File: config.mk
export PLATFORM = sky130hd
export DESIGN_NAME = block_buffer_handoff_manager
export DESIGN_NICKNAME = d
export VERILOG_FILES = /design/src/hw/rtl/bbhm_pkg.sv /design/src/hw/rtl/block_buffer_handoff_manager.sv /design/src/hw/rtl/bbhm_ram.sv /design/src/hw/rtl/bbhm_ctrl.sv /design/src/hw/rtl/bbhm_datapath.sv
export VERILOG_INCLUDE_DIRS = /design/src /design/src/hw/rtl
export SDC_FILE = /design/constraint.sdc
export NUM_CORES = 1
export LEC_CHECK = 0
export BUFFER_PORTS_ARGS = -buffer_cell sky130_fd_sc_hd__buf_2
export CAP_MARGIN = 5
export CORE_ASPECT_RATIO = 1.2
export CORE_MARGIN = 8
export CORE_UTILIZATION = 30
export DETAILED_ROUTE_END_ITERATION = 6
export MAX_ROUTING_LAYER = met4
export PLACE_DENSITY = 0.5
export SYNTH_ARGS = -nofsm -noshare
export SYNTH_HDL_FRONTEND = slang
export SYNTH_SLANG_ARGS = --single-unit
File: constraint.sdc
create_clock -name clk_i -period 10.25 [get_ports clk_i]
set_input_delay 0.5125 -clock clk_i [delete_from_list [all_inputs] [get_ports clk_i]]
set_output_delay 0.5125 -clock clk_i [all_outputs]
set_load 0.005 [all_outputs]
File: src/hw/rtl/assert_macros.svh
// Assertion macros shared by the block buffer handoff manager RTL.
// No dependencies; the check bodies are left out when SYNTHESIS is defined.
`ifndef ASSERT_MACROS_SVH
`define ASSERT_MACROS_SVH
`ifndef SYNTHESIS
// Property check on the rising clock edge, off while reset is held.
`define BBHM_ASSERT(lbl, prop, msg) \
  lbl: assert property (@(posedge clk_i) disable iff (!rst_ni) prop) else $error(msg);
// Condition that must never be true on a rising clock edge outside reset.
`define BBHM_ASSERT_NEVER(lbl, cond, msg) \
  lbl: assert property (@(posedge clk_i) disable iff (!rst_ni) !(cond)) else $error(msg);
`else
`define BBHM_ASSERT(lbl, prop, msg)
`define BBHM_ASSERT_NEVER(lbl, cond, msg)
`endif
`endif

File: src/hw/rtl/bbhm_pkg.sv
// Package for the block buffer handoff manager: field widths, action and
// register codes, controller states and the controller command struct. No dependencies.
package bbhm_pkg;

  // Fixed field widths.
  localparam int unsigned ActionW  = 2;
  localparam int unsigned FrameW   = 13;
  localparam int unsigned EpfW     = 6;
  localparam int unsigned AttrW    = 64;
  localparam int unsigned OffsetW  = 18;
  localparam int unsigned CapW     = 17;
  localparam int unsigned CfgIdxW  = 1;
  localparam int unsigned CfgDataW = 13;

  // Configuration reset values.
  localparam logic [FrameW-1:0] FpbReset = 13'd256;
  localparam logic [EpfW-1:0]   EpfReset = 6'd2;

  // Actions carried by an input item.
  typedef enum logic [ActionW-1:0] {
    ACT_ACQ_WR     = 2'd0,
    ACT_ACQ_RD     = 2'd1,
    ACT_COMMIT_WR  = 2'd2,
    ACT_CONSUME_RD = 2'd3
  } action_e;

  // Configuration register indexes.
  typedef enum logic [CfgIdxW-1:0] {
    CFG_FRAMES_PER_BLOCK   = 1'd0,
    CFG_ELEMENTS_PER_FRAME = 1'd1
  } cfg_idx_e;

  // Controller states.
  typedef enum logic [1:0] {
    ST_IDLE  = 2'd0,
    ST_FETCH = 2'd1,
    ST_CALC  = 2'd2,
    ST_EMIT  = 2'd3
  } ctrl_state_e;

  // Commands from the controller to the datapath.
  typedef struct packed {
    logic capture;
    logic fetch;
    logic calc;
    logic emit;
  } ctrl_cmd_t;

endpackage

File: src/hw/rtl/block_buffer_handoff_manager.sv
// Block buffer handoff manager, top level. Depends on bbhm_pkg, bbhm_ctrl, bbhm_datapath.
// Each item passes the fetch and calc states, the fetch-then-update sequence on the
// block state RAMs, and then emit, where its result is loaded into the output register;
// no new item is taken before that. A result still waiting at the output holds the next
// item in its last step, so the input is not taken again until that result has moved
// on. Reset (asynchronous, active low) clears control, indexes, grants and attribute
// flags and frees every block; with no clearing pass, items are taken right after reset.
module block_buffer_handoff_manager #(
  parameter int unsigned NUM_BLOCKS = 8,
  parameter int unsigned MAX_FRAMES = 4096,
  localparam int unsigned IdxW = $clog2(NUM_BLOCKS)
) (
  input  logic                          clk_i,
  input  logic                          rst_ni,
  // Configuration write port.
  input  logic                          cfg_we_i,
  input  logic [bbhm_pkg::CfgIdxW-1:0]  cfg_index_i,
  input  logic [bbhm_pkg::CfgDataW-1:0] cfg_wdata_i,
  // Input channel.
  input  logic                          in_valid_i,
  output logic                          in_ready_o,
  input  logic [bbhm_pkg::ActionW-1:0]  action_i,
  input  logic [bbhm_pkg::FrameW-1:0]   frame_count_i,
  input  logic [bbhm_pkg::AttrW-1:0]    attribute_in_i,
  input  logic                          attribute_present_i,
  // Output channel.
  output logic                          out_valid_o,
  input  logic                          out_ready_i,
  output logic                          granted_o,
  output logic [IdxW-1:0]               block_index_o,
  output logic [bbhm_pkg::OffsetW-1:0]  element_offset_o,
  output logic [bbhm_pkg::FrameW-1:0]   frames_avail_o,
  output logic [bbhm_pkg::AttrW-1:0]    attribute_out_o,
  output logic                          block_released_o
);
  import bbhm_pkg::*;

  ctrl_cmd_t cmd;

  // Sequencing of each item.
  bbhm_ctrl u_ctrl (
    .clk_i       (clk_i),
    .rst_ni      (rst_ni),
    .in_valid_i  (in_valid_i),
    .in_ready_o  (in_ready_o),
    .out_valid_o (out_valid_o),
    .out_ready_i (out_ready_i),
    .cmd_o       (cmd)
  );

  // Block state and result computation.
  bbhm_datapath #(
    .NUM_BLOCKS (NUM_BLOCKS),
    .MAX_FRAMES (MAX_FRAMES)
  ) u_datapath (
    .clk_i               (clk_i),
    .rst_ni              (rst_ni),
    .cmd_i               (cmd),
    .cfg_we_i            (cfg_we_i),
    .cfg_index_i         (cfg_index_i),
    .cfg_wdata_i         (cfg_wdata_i),
    .action_i            (action_i),
    .frame_count_i       (frame_count_i),
    .attribute_in_i      (attribute_in_i),
    .attribute_present_i (attribute_present_i),
    .granted_o           (granted_o),
    .block_index_o       (block_index_o),
    .element_offset_o    (element_offset_o),
    .frames_avail_o      (frames_avail_o),
    .attribute_out_o     (attribute_out_o),
    .block_released_o    (block_released_o)
  );

endmodule

File: src/hw/rtl/bbhm_ram.sv
// Generic single-write, single-read RAM with a registered read port.
// No dependencies.
module bbhm_ram #(
  parameter int unsigned Width = 8,
  parameter int unsigned Depth = 8,
  localparam int unsigned AddrW = (Depth > 1) ? $clog2(Depth) : 1
) (
  input  logic             clk_i,
  input  logic             we_i,
  input  logic [AddrW-1:0] waddr_i,
  input  logic [Width-1:0] wdata_i,
  input  logic             re_i,
  input  logic [AddrW-1:0] raddr_i,
  output logic [Width-1:0] rdata_o
);

  logic [Width-1:0] mem_q [Depth];
  logic [Width-1:0] rdata_q;

  // Write port.
  always_ff @(posedge clk_i) begin
    if (we_i) begin
      mem_q[waddr_i] <= wdata_i;
    end
  end

  // Registered read port.
  always_ff @(posedge clk_i) begin
    if (re_i) begin
      rdata_q <= mem_q[raddr_i];
    end
  end

  assign rdata_o = rdata_q;

endmodule

File: src/hw/rtl/bbhm_ctrl.sv
// Controller state machine of the block buffer handoff manager.
// Depends on bbhm_pkg and assert_macros.svh.
`include "assert_macros.svh"

module bbhm_ctrl (
  input  logic                 clk_i,
  input  logic                 rst_ni,
  input  logic                 in_valid_i,
  output logic                 in_ready_o,
  output logic                 out_valid_o,
  input  logic                 out_ready_i,
  output bbhm_pkg::ctrl_cmd_t  cmd_o
);
  import bbhm_pkg::*;

  ctrl_state_e state_q, state_d;
  logic        out_valid_q, out_valid_d;

  // State and output-valid registers.
  always_ff @(posedge clk_i or negedge rst_ni) begin
    if (!rst_ni) begin
      state_q     <= ST_IDLE;
      out_valid_q <= 1'b0;
    end else begin
      state_q     <= state_d;
      out_valid_q <= out_valid_d;
    end
  end

  // Next state and commands.
  always_comb begin
    state_d = state_q;
    cmd_o   = '0;
    unique case (state_q)
      ST_IDLE: begin
        if (in_valid_i) begin
          cmd_o.capture = 1'b1;
          state_d       = ST_FETCH;
        end
      end
      ST_FETCH: begin
        cmd_o.fetch = 1'b1;
        state_d     = ST_CALC;
      end
      ST_CALC: begin
        cmd_o.calc = 1'b1;
        state_d    = ST_EMIT;
      end
      ST_EMIT: begin
        // The result register may still hold an earlier result.
        if (!out_valid_q || out_ready_i) begin
          cmd_o.emit = 1'b1;
          state_d    = ST_IDLE;
        end
      end
      default: state_d = ST_IDLE;
    endcase
  end

  // The output register is full from a load until its transfer.
  always_comb begin
    if (cmd_o.emit) begin
      out_valid_d = 1'b1;
    end else if (out_ready_i) begin
      out_valid_d = 1'b0;
    end else begin
      out_valid_d = out_valid_q;
    end
  end

  assign in_ready_o  = (state_q == ST_IDLE);
  assign out_valid_o = out_valid_q;

  `BBHM_ASSERT(a_valid_from_emit, $rose(out_valid_q) |-> $past(state_q == ST_EMIT), "result appeared without a load")
  `BBHM_ASSERT(a_stall_holds, (state_q == ST_EMIT) && out_valid_q && !out_ready_i |=> (state_q == ST_EMIT) && out_valid_q, "stalled result was overwritten")
  `BBHM_ASSERT(a_accept_starts, in_valid_i && (state_q == ST_IDLE) |=> (state_q == ST_FETCH), "accepted transfer did not start work")

endmodule

File: src/hw/rtl/bbhm_datapath.sv
// Datapath of the block buffer handoff manager: configuration, ring indexes,
// grants, per-block flags, block state RAMs and result registers.
// Depends on bbhm_pkg, bbhm_ram and assert_macros.svh.
`include "assert_macros.svh"

module bbhm_datapath #(
  parameter int unsigned NUM_BLOCKS = 8,
  parameter int unsigned MAX_FRAMES = 4096,
  localparam int unsigned IdxW = $clog2(NUM_BLOCKS)
) (
  input  logic                               clk_i,
  input  logic                               rst_ni,
  input  bbhm_pkg::ctrl_cmd_t                cmd_i,
  input  logic                               cfg_we_i,
  input  logic [bbhm_pkg::CfgIdxW-1:0]       cfg_index_i,
  input  logic [bbhm_pkg::CfgDataW-1:0]      cfg_wdata_i,
  input  logic [bbhm_pkg::ActionW-1:0]       action_i,
  input  logic [bbhm_pkg::FrameW-1:0]        frame_count_i,
  input  logic [bbhm_pkg::AttrW-1:0]         attribute_in_i,
  input  logic                               attribute_present_i,
  output logic                               granted_o,
  output logic [IdxW-1:0]                    block_index_o,
  output logic [bbhm_pkg::OffsetW-1:0]       element_offset_o,
  output logic [bbhm_pkg::FrameW-1:0]        frames_avail_o,
  output logic [bbhm_pkg::AttrW-1:0]         attribute_out_o,
  output logic                               block_released_o
);
  import bbhm_pkg::*;

  localparam int unsigned PosW  = 2 * FrameW;
  localparam int unsigned ProdW = FrameW + EpfW;
  localparam logic [CapW-1:0] MaxFrames = CapW'(MAX_FRAMES);
  localparam logic [IdxW:0]   NumBlk    = (IdxW + 1)'(NUM_BLOCKS);

  function automatic logic [IdxW-1:0] next_idx(input logic [IdxW-1:0] idx);
    logic [IdxW:0] inc;
    inc = {1'b0, idx} + 1'b1;
    return (inc >= NumBlk) ? '0 : inc[IdxW-1:0];
  endfunction

  // Configuration registers.
  logic [FrameW-1:0] fpb_q;
  logic [EpfW-1:0]   epf_q;

  // Ring state.
  logic [IdxW-1:0]       wr_idx_q, wr_idx_d, rd_idx_q, rd_idx_d;
  logic                  wgrant_q, wgrant_d, rgrant_q, rgrant_d;
  logic [NUM_BLOCKS-1:0] free_q, free_d, attr_vld_q, attr_vld_d;

  // Captured item.
  action_e         act_q;
  logic [FrameW-1:0] count_q;
  logic [AttrW-1:0]  attr_in_q;
  logic              attr_pres_q;
  logic [IdxW-1:0]   blk_q;

  // Intermediate result.
  logic              res_grant_q, res_rel_q;
  logic [FrameW-1:0] res_pos_q, res_avail_q;
  logic [AttrW-1:0]  res_attr_q;
  logic              r_grant, r_rel;
  logic [FrameW-1:0] r_pos, r_avail;
  logic [AttrW-1:0]  r_attr;

  // RAM ports.
  logic             pos_we, attr_we;
  logic [PosW-1:0]  pos_wdata, pos_rdata;
  logic [AttrW-1:0] attr_rdata;

  // Working values.
  logic [CapW-1:0]   fpb_ext, cap_ext;
  logic [FrameW-1:0] cap, fill_r, read_r, left, take, new_read, fill_clamp;
  logic              drained;
  logic [EpfW-1:0]   epf_eff;
  logic [ProdW-1:0]  prod;
  action_e           act_in;

  // Configuration writes.
  always_ff @(posedge clk_i or negedge rst_ni) begin
    if (!rst_ni) begin
      fpb_q <= FpbReset;
      epf_q <= EpfReset;
    end else if (cfg_we_i) begin
      unique case (cfg_idx_e'(cfg_index_i))
        CFG_FRAMES_PER_BLOCK:   fpb_q <= cfg_wdata_i[FrameW-1:0];
        CFG_ELEMENTS_PER_FRAME: epf_q <= cfg_wdata_i[EpfW-1:0];
        default: ;
      endcase
    end
  end

  // Item capture; write actions address the write index, read actions the read index.
  assign act_in = action_e'(action_i);
  always_ff @(posedge clk_i) begin
    if (cmd_i.capture) begin
      act_q       <= act_in;
      count_q     <= frame_count_i;
      attr_in_q   <= attribute_in_i;
      attr_pres_q <= attribute_present_i;
      blk_q       <= ((act_in == ACT_ACQ_WR) || (act_in == ACT_COMMIT_WR)) ? wr_idx_q
                                                                            : rd_idx_q;
    end
  end

  // Block state RAMs: fill and read position together, and the attribute.
  bbhm_ram #(
    .Width (PosW),
    .Depth (NUM_BLOCKS)
  ) u_pos_ram (
    .clk_i   (clk_i),
    .we_i    (pos_we),
    .waddr_i (blk_q),
    .wdata_i (pos_wdata),
    .re_i    (cmd_i.fetch),
    .raddr_i (blk_q),
    .rdata_o (pos_rdata)
  );

  bbhm_ram #(
    .Width (AttrW),
    .Depth (NUM_BLOCKS)
  ) u_attr_ram (
    .clk_i   (clk_i),
    .we_i    (attr_we),
    .waddr_i (blk_q),
    .wdata_i (attr_in_q),
    .re_i    (cmd_i.fetch),
    .raddr_i (blk_q),
    .rdata_o (attr_rdata)
  );

  // Capacity clamped to 1..MAX_FRAMES.
  assign fpb_ext = CapW'(fpb_q);
  assign cap_ext = (fpb_q == '0) ? CapW'(1) : ((fpb_ext > MaxFrames) ? MaxFrames : fpb_ext);
  assign cap     = cap_ext[FrameW-1:0];

  // Commit and consume arithmetic on the fetched entry.
  assign fill_r     = pos_rdata[PosW-1:FrameW];
  assign read_r     = pos_rdata[FrameW-1:0];
  assign left       = fill_r - read_r;
  assign drained    = (count_q >= left);
  assign take       = drained ? left : count_q;
  assign new_read   = read_r + take;
  assign fill_clamp = (count_q > cap) ? cap : count_q;

  // Action decode and state update.
  always_comb begin
    wr_idx_d   = wr_idx_q;
    rd_idx_d   = rd_idx_q;
    wgrant_d   = wgrant_q;
    rgrant_d   = rgrant_q;
    free_d     = free_q;
    attr_vld_d = attr_vld_q;
    pos_we     = 1'b0;
    pos_wdata  = {fill_clamp, {FrameW{1'b0}}};
    attr_we    = 1'b0;
    r_grant    = 1'b0;
    r_rel      = 1'b0;
    r_pos      = '0;
    r_avail    = '0;
    r_attr     = '0;
    if (cmd_i.calc) begin
      unique case (act_q)
        ACT_ACQ_WR: begin
          wgrant_d = free_q[blk_q];
          if (free_q[blk_q]) begin
            r_grant = 1'b1;
            r_avail = cap;
          end
        end
        ACT_ACQ_RD: begin
          rgrant_d = !free_q[blk_q];
          if (!free_q[blk_q]) begin
            r_grant = 1'b1;
            r_pos   = read_r;
            r_avail = left;
          end
        end
        ACT_COMMIT_WR: begin
          if (wgrant_q && (count_q != '0)) begin
            pos_we        = 1'b1;
            free_d[blk_q] = 1'b0;
            if (attr_pres_q) begin
              attr_we           = 1'b1;
              attr_vld_d[blk_q] = 1'b1;
            end
            wgrant_d = 1'b0;
            wr_idx_d = next_idx(blk_q);
            r_grant  = 1'b1;
            r_avail  = fill_clamp;
          end
        end
        ACT_CONSUME_RD: begin
          if (rgrant_q) begin
            r_grant = 1'b1;
            r_attr  = attr_vld_q[blk_q] ? attr_rdata : '0;
            if (drained) begin
              // The block is drained: free it and move to the next one.
              free_d[blk_q] = 1'b1;
              rgrant_d      = 1'b0;
              rd_idx_d      = next_idx(blk_q);
              r_rel         = 1'b1;
            end else begin
              pos_we    = 1'b1;
              pos_wdata = {fill_r, new_read};
              r_pos     = new_read;
              r_avail   = left - take;
            end
          end
        end
        default: ;
      endcase
    end
  end

  // Ring state registers.
  always_ff @(posedge clk_i or negedge rst_ni) begin
    if (!rst_ni) begin
      wr_idx_q   <= '0;
      rd_idx_q   <= '0;
      wgrant_q   <= 1'b0;
      rgrant_q   <= 1'b0;
      free_q     <= '1;
      attr_vld_q <= '0;
    end else begin
      wr_idx_q   <= wr_idx_d;
      rd_idx_q   <= rd_idx_d;
      wgrant_q   <= wgrant_d;
      rgrant_q   <= rgrant_d;
      free_q     <= free_d;
      attr_vld_q <= attr_vld_d;
    end
  end

  // Intermediate result registers.
  always_ff @(posedge clk_i) begin
    if (cmd_i.calc) begin
      res_grant_q <= r_grant;
      res_rel_q   <= r_rel;
      res_pos_q   <= r_pos;
      res_avail_q <= r_avail;
      res_attr_q  <= r_attr;
    end
  end

  // Element offset: read position times elements per frame, zero read as one.
  assign epf_eff = (epf_q == '0) ? EpfW'(1) : epf_q;
  assign prod    = ProdW'(res_pos_q) * ProdW'(epf_eff);

  // Output register, held while the result waits for its transfer.
  always_ff @(posedge clk_i) begin
    if (cmd_i.emit) begin
      granted_o        <= res_grant_q;
      block_index_o    <= blk_q;
      element_offset_o <= prod[OffsetW-1:0];
      frames_avail_o   <= res_avail_q;
      attribute_out_o  <= res_attr_q;
      block_released_o <= res_rel_q;
    end
  end

  `BBHM_ASSERT_NEVER(a_wgrant_on_free, wgrant_q && !free_q[wr_idx_q], "write grant held on a filled block")
  `BBHM_ASSERT_NEVER(a_rgrant_on_filled, rgrant_q && free_q[rd_idx_q], "read grant held on a free block")
  `BBHM_ASSERT(a_release_advances, cmd_i.calc && r_rel |=> (rd_idx_q != $past(rd_idx_q)) && !rgrant_q, "release did not advance the read index")

endmodule
==> run metrics <==
Synth Warn # 0; gpl congestion about 0.80; Die W 366.7 um; post-synthesis simple-gate area fraction 0.05665; unique cell type count in the Yosys netlist just under 70; mux cell area share after synthesis 0.01396; CP required 10.73 ns; unrepaired setup endpoints after global routing false; Mean Syn Cell Area between 15 and 20 sq um; gr usage total 0.1452; Final min period between 7 and 8 ns; number of synthesized flops with an enable pin 1,085; #FFs+latches synth 1,131; design area 52,840 sq um; Async S/R FF share, synth 0.04067; Setup Skew 0.04329 ns; Initial Util 0.3020; top cell type's share of synthesized area 0.7357; Sw Share 0.3455; clock buffer depth 3; fmax roughly 0.14 GHz; cts bufs inserted 117; IO Pins 201; P_leak around 0.018 uW; crit-path max FO 20; port bufs 200; Worst-Margin Slew 1.088 ns; Slew HR 0.2745; Clock Tree Root clkbuf_16; post-cts repair resize count 0; cells taking the most area after synthesis edfxtp_1 (74%), a22oi_1 (6.2%), ha_1 (2.5%); DR vias 24.49k; Max-cap violations 0; crit path buf inv count 2; logic gate share of total power 0.350; NetSw 5808 uW; Int Power 11,000 uW; cell taking the most area after synthesis edfxtp_1; final setup fails 0; DP Area 47,870 sq um; nature of the critical path startpoint register; sequential area share after synthesis 0.7620; postcts setup bufs 0; initial drt markers approximately 1.6k; largest net degree at the start of global routing 92; routing usage on met1 0.1814; cts hold-fix bufs 90; first-pass GRT wire length 172,700 um; Detail Route Antenna Nets 0; final slew viol count 0; CP arrival 7.55 ns; Critical Path End Type register; XOR/XNOR Fraction of Synth Area 0.009493; status completed; initial antenna violation count 1; crit-path max cell delay between 0.4 and 0.5 ns; htree depth 3; Post-Synth Adder-Cell Area 0.04667; Layout fillers 13.77k; row count 154; number of global-route vias before repair 25.84k; clock power share 0.266; syn nets 2,862; Post-synth top flop edfxtp_1; most used routing layer met2; Core Area around 150,000 sq um; Flop pwr share 0.384; number of hold violations in the final report 0; met2 Use GR 0.2503; routed len/inst 23.18 um; GR met3 Demand/Resource 0.01899; Net count, final 3,209; Layout area overhead 19.32%; Reg area 33,740 sq um; Remaining Overflow, GRT 0; footprint of the multi-input gates about 9900 sq um; Compound-Gate Fraction of Synth Area 0.09278; full die area 160,200 sq um; CTS clock-pin slew for the worst setup and hold paths ~0.060 ns; worst hold path class in -> reg; Tcrit/Tclk final 0.6896; power density over the cells 318.1 nW/um^2; Antenna diodes 0; worst-skew pair later-pin latency 0.73 ns; Synth Cell Area ~44,000 sq um; layout cell share with drive strength beyond 1 0.1710; final WL 116,500 um; Via density 4.872; TritonCTS clock tree built; # DRC 0; crit-path leading delay family compound AO/OA/AOI/OAI gates; setup TNS 0 ns; Sink Count 1,131; largest family of logic cells by synthesized area compound AO/OA/AOI/OAI gates; CP max stage cell edfxtp_1; Chip Height about 440 um; critical path class reg -> reg; maximum vdd drop 0.0001991 V; post-DP HPWL 66,760 um; Syn Inst Count 2,626; Initial DRT Pass Iterations 7
[path summary, 6_finish.rpt]
path | start | endpoint | slack, ns | depth (start not counted)
max reg2reg | u_datapath.u_pos_ram.rdata_o[0] | u_datapath.u_pos_ram.mem_q[5][12] | 3.18 | 27
max in group asynchronous | rst_ni | u_datapath.attr_vld_q[5] | 9.35 | 3
min | attribute_in_i[2] | u_datapath.attr_in_q[2] | 0.05 | 1
min reg2reg | u_datapath.res_attr_q[63] | u_datapath.attribute_out_o[63] | 0.42 | 0
min in group asynchronous | rst_ni | u_datapath.fpb_q[11] | 0.44 | 3
max | u_datapath.u_pos_ram.rdata_o[0] | u_datapath.u_pos_ram.mem_q[5][12] | 3.18 | 27
[Yosys cell counts, drive strengths merged, types with 16 or more instances]
| cell | count |
|---|---|
| nand2 | 125 |
| clkbuf | 109 |
| mux2 | 42 |
| and2 | 86 |
| nor3 | 19 |
| fa | 47 |
| xnor2 | 33 |
| edfxtp | 1085 |
| a21o | 16 |
| nand4 | 94 |
| inv | 102 |
| a22oi | 365 |
| o21ai | 55 |
| nor2b | 18 |
| a21oi | 49 |
| ha | 90 |
| dfrtp | 36 |
| nand3 | 24 |
| nor2 | 46 |
[final cells by class]
cell class / instances / area share
Sequential cell: 1131 / 0.6386
Multi-Input combinational cell: 1280 / 0.1876
Clock buffer: 139 / 0.05716
Inverter: 102 / 0.007245
Tap cell: 1950 / 0.04617
Timing Repair Buffer: 341 / 0.04342
Clock inverter: 83 / 0.01987
[power by group through the flow]
stage                     clock, uW  sequential [uW]  combinational, uW
after CTS                      4590             6470               5980
final                          4470             6460               5880
after global placement            0             6560               5880
after floorplan                   0             6420               4160
after global routing           4750             6520               6630
after detailed placement          0             6560               5910
[sequential cells by signal, indices dropped and copies added, names as in the netlist, 2 cells and up, named ones only]
name                           count
u_datapath.u_pos_ram.rdata_o      26
u_datapath.fpb_q                  13
u_datapath.count_q                13
u_datapath.act_q                   2
u_datapath.element_offset_o       18
u_datapath.res_pos_q              13
u_datapath.blk_q                   3
u_ctrl.state_q                     2
u_datapath.wr_idx_q                3
u_datapath.attribute_out_o        64
u_datapath.u_attr_ram.rdata_o     64
u_datapath.epf_q                   6
u_datapath.res_attr_q             64
u_datapath.res_avail_q            13
u_datapath.u_pos_ram.mem_q       208
u_datapath.attr_in_q              64
u_datapath.frames_avail_o         13
u_datapath.rd_idx_q                3
u_datapath.attr_vld_q              8
u_datapath.block_index_o           3
u_datapath.u_attr_ram.mem_q      512
[layer usage]
| metal | part of all wire | vias to the layer above |
|---|---|---|
| met4 | 0.018 | 0 |
| met2 | 0.51 | 566 |
| met5 | 0 | - |
| met1 | 0.44 | 12710 |
| met3 | 0.038 | 134 |
| li1 | - | 11080 |
[worst reg2reg max path: stages, from the launching register on]
cell and delay (ns):
edfxtp_1 0.44, ha_1 0.26, fa_1 0.42, nor2b_1 0.24, o2111ai_1 0.18, nand3b_1 0.16, xor2_1 0.34, inv_1 0.10
ha_1 0.27, o21ai_0 0.17, nand2b_1 0.10, and3_1 0.19, a211o_1 0.28, o22ai_1 0.19, a211oi_1 0.15, nor4_4 0.35
and2_1 0.19, buf_4 0.26, a21oi_1 0.15, fa_1 0.44, a211o_1 0.29, a21oi_1 0.18, o21ai_0 0.18, a211o_1 0.33
a21o_1 0.19, a21oi_1 0.35, xnor2_1 0.12, nor2_1 0.34
[kinds of logic (layout without fill, tap and decap cells)]
kind of cell / Yosys count / in the layout
mux: 55 / 55
buf+inv: 215 / 665
fa+ha+maj: 137 / 137
xor+xnor: 48 / 48
flops: 1131 / 1131
compound gates: 572 / 572
simple gates: 468 / 468
[layout by cell type (no fill, tap or decap), types with 36 or more instances in the layout]
| cell | instances |
|---|---|
| edfxtp_1 | 1085 |
| a22oi_1 | 365 |
| buf_2 | 200 |
| nand2_1 | 124 |
| clkbuf_16 | 117 |
| inv_1 | 102 |
| nand4_1 | 93 |
| dlygate4sd3_1 | 90 |
| ha_1 | 88 |
| and2_1 | 82 |
| o21ai_0 | 55 |
| a21oi_1 | 49 |
| buf_4 | 49 |
| fa_1 | 47 |
| mux2_2 | 38 |
| nor2_1 | 36 |
| dfrtp_1 | 36 |
[stage by stage]
stage	utilization	std cells	hold slack, ns	power [uW]	worst slack (ns)
6_report	0.3604	5026	0.05339	16810	3.181
5_1_grt	0.3604	5026	0.01207	17910	2.756
4_1_cts	0.3604	5025	0.003131	17040	3.211
3_5_place_dp	0.3265	4713	0.4052	12470	3.219
3_3_place_gp	0.3265	4713	0.4062	12440	3.276
2_1_floorplan	-	2626	0.2169	10590	3.665
No activity file was read; power rests on OpenSTA's default activity.
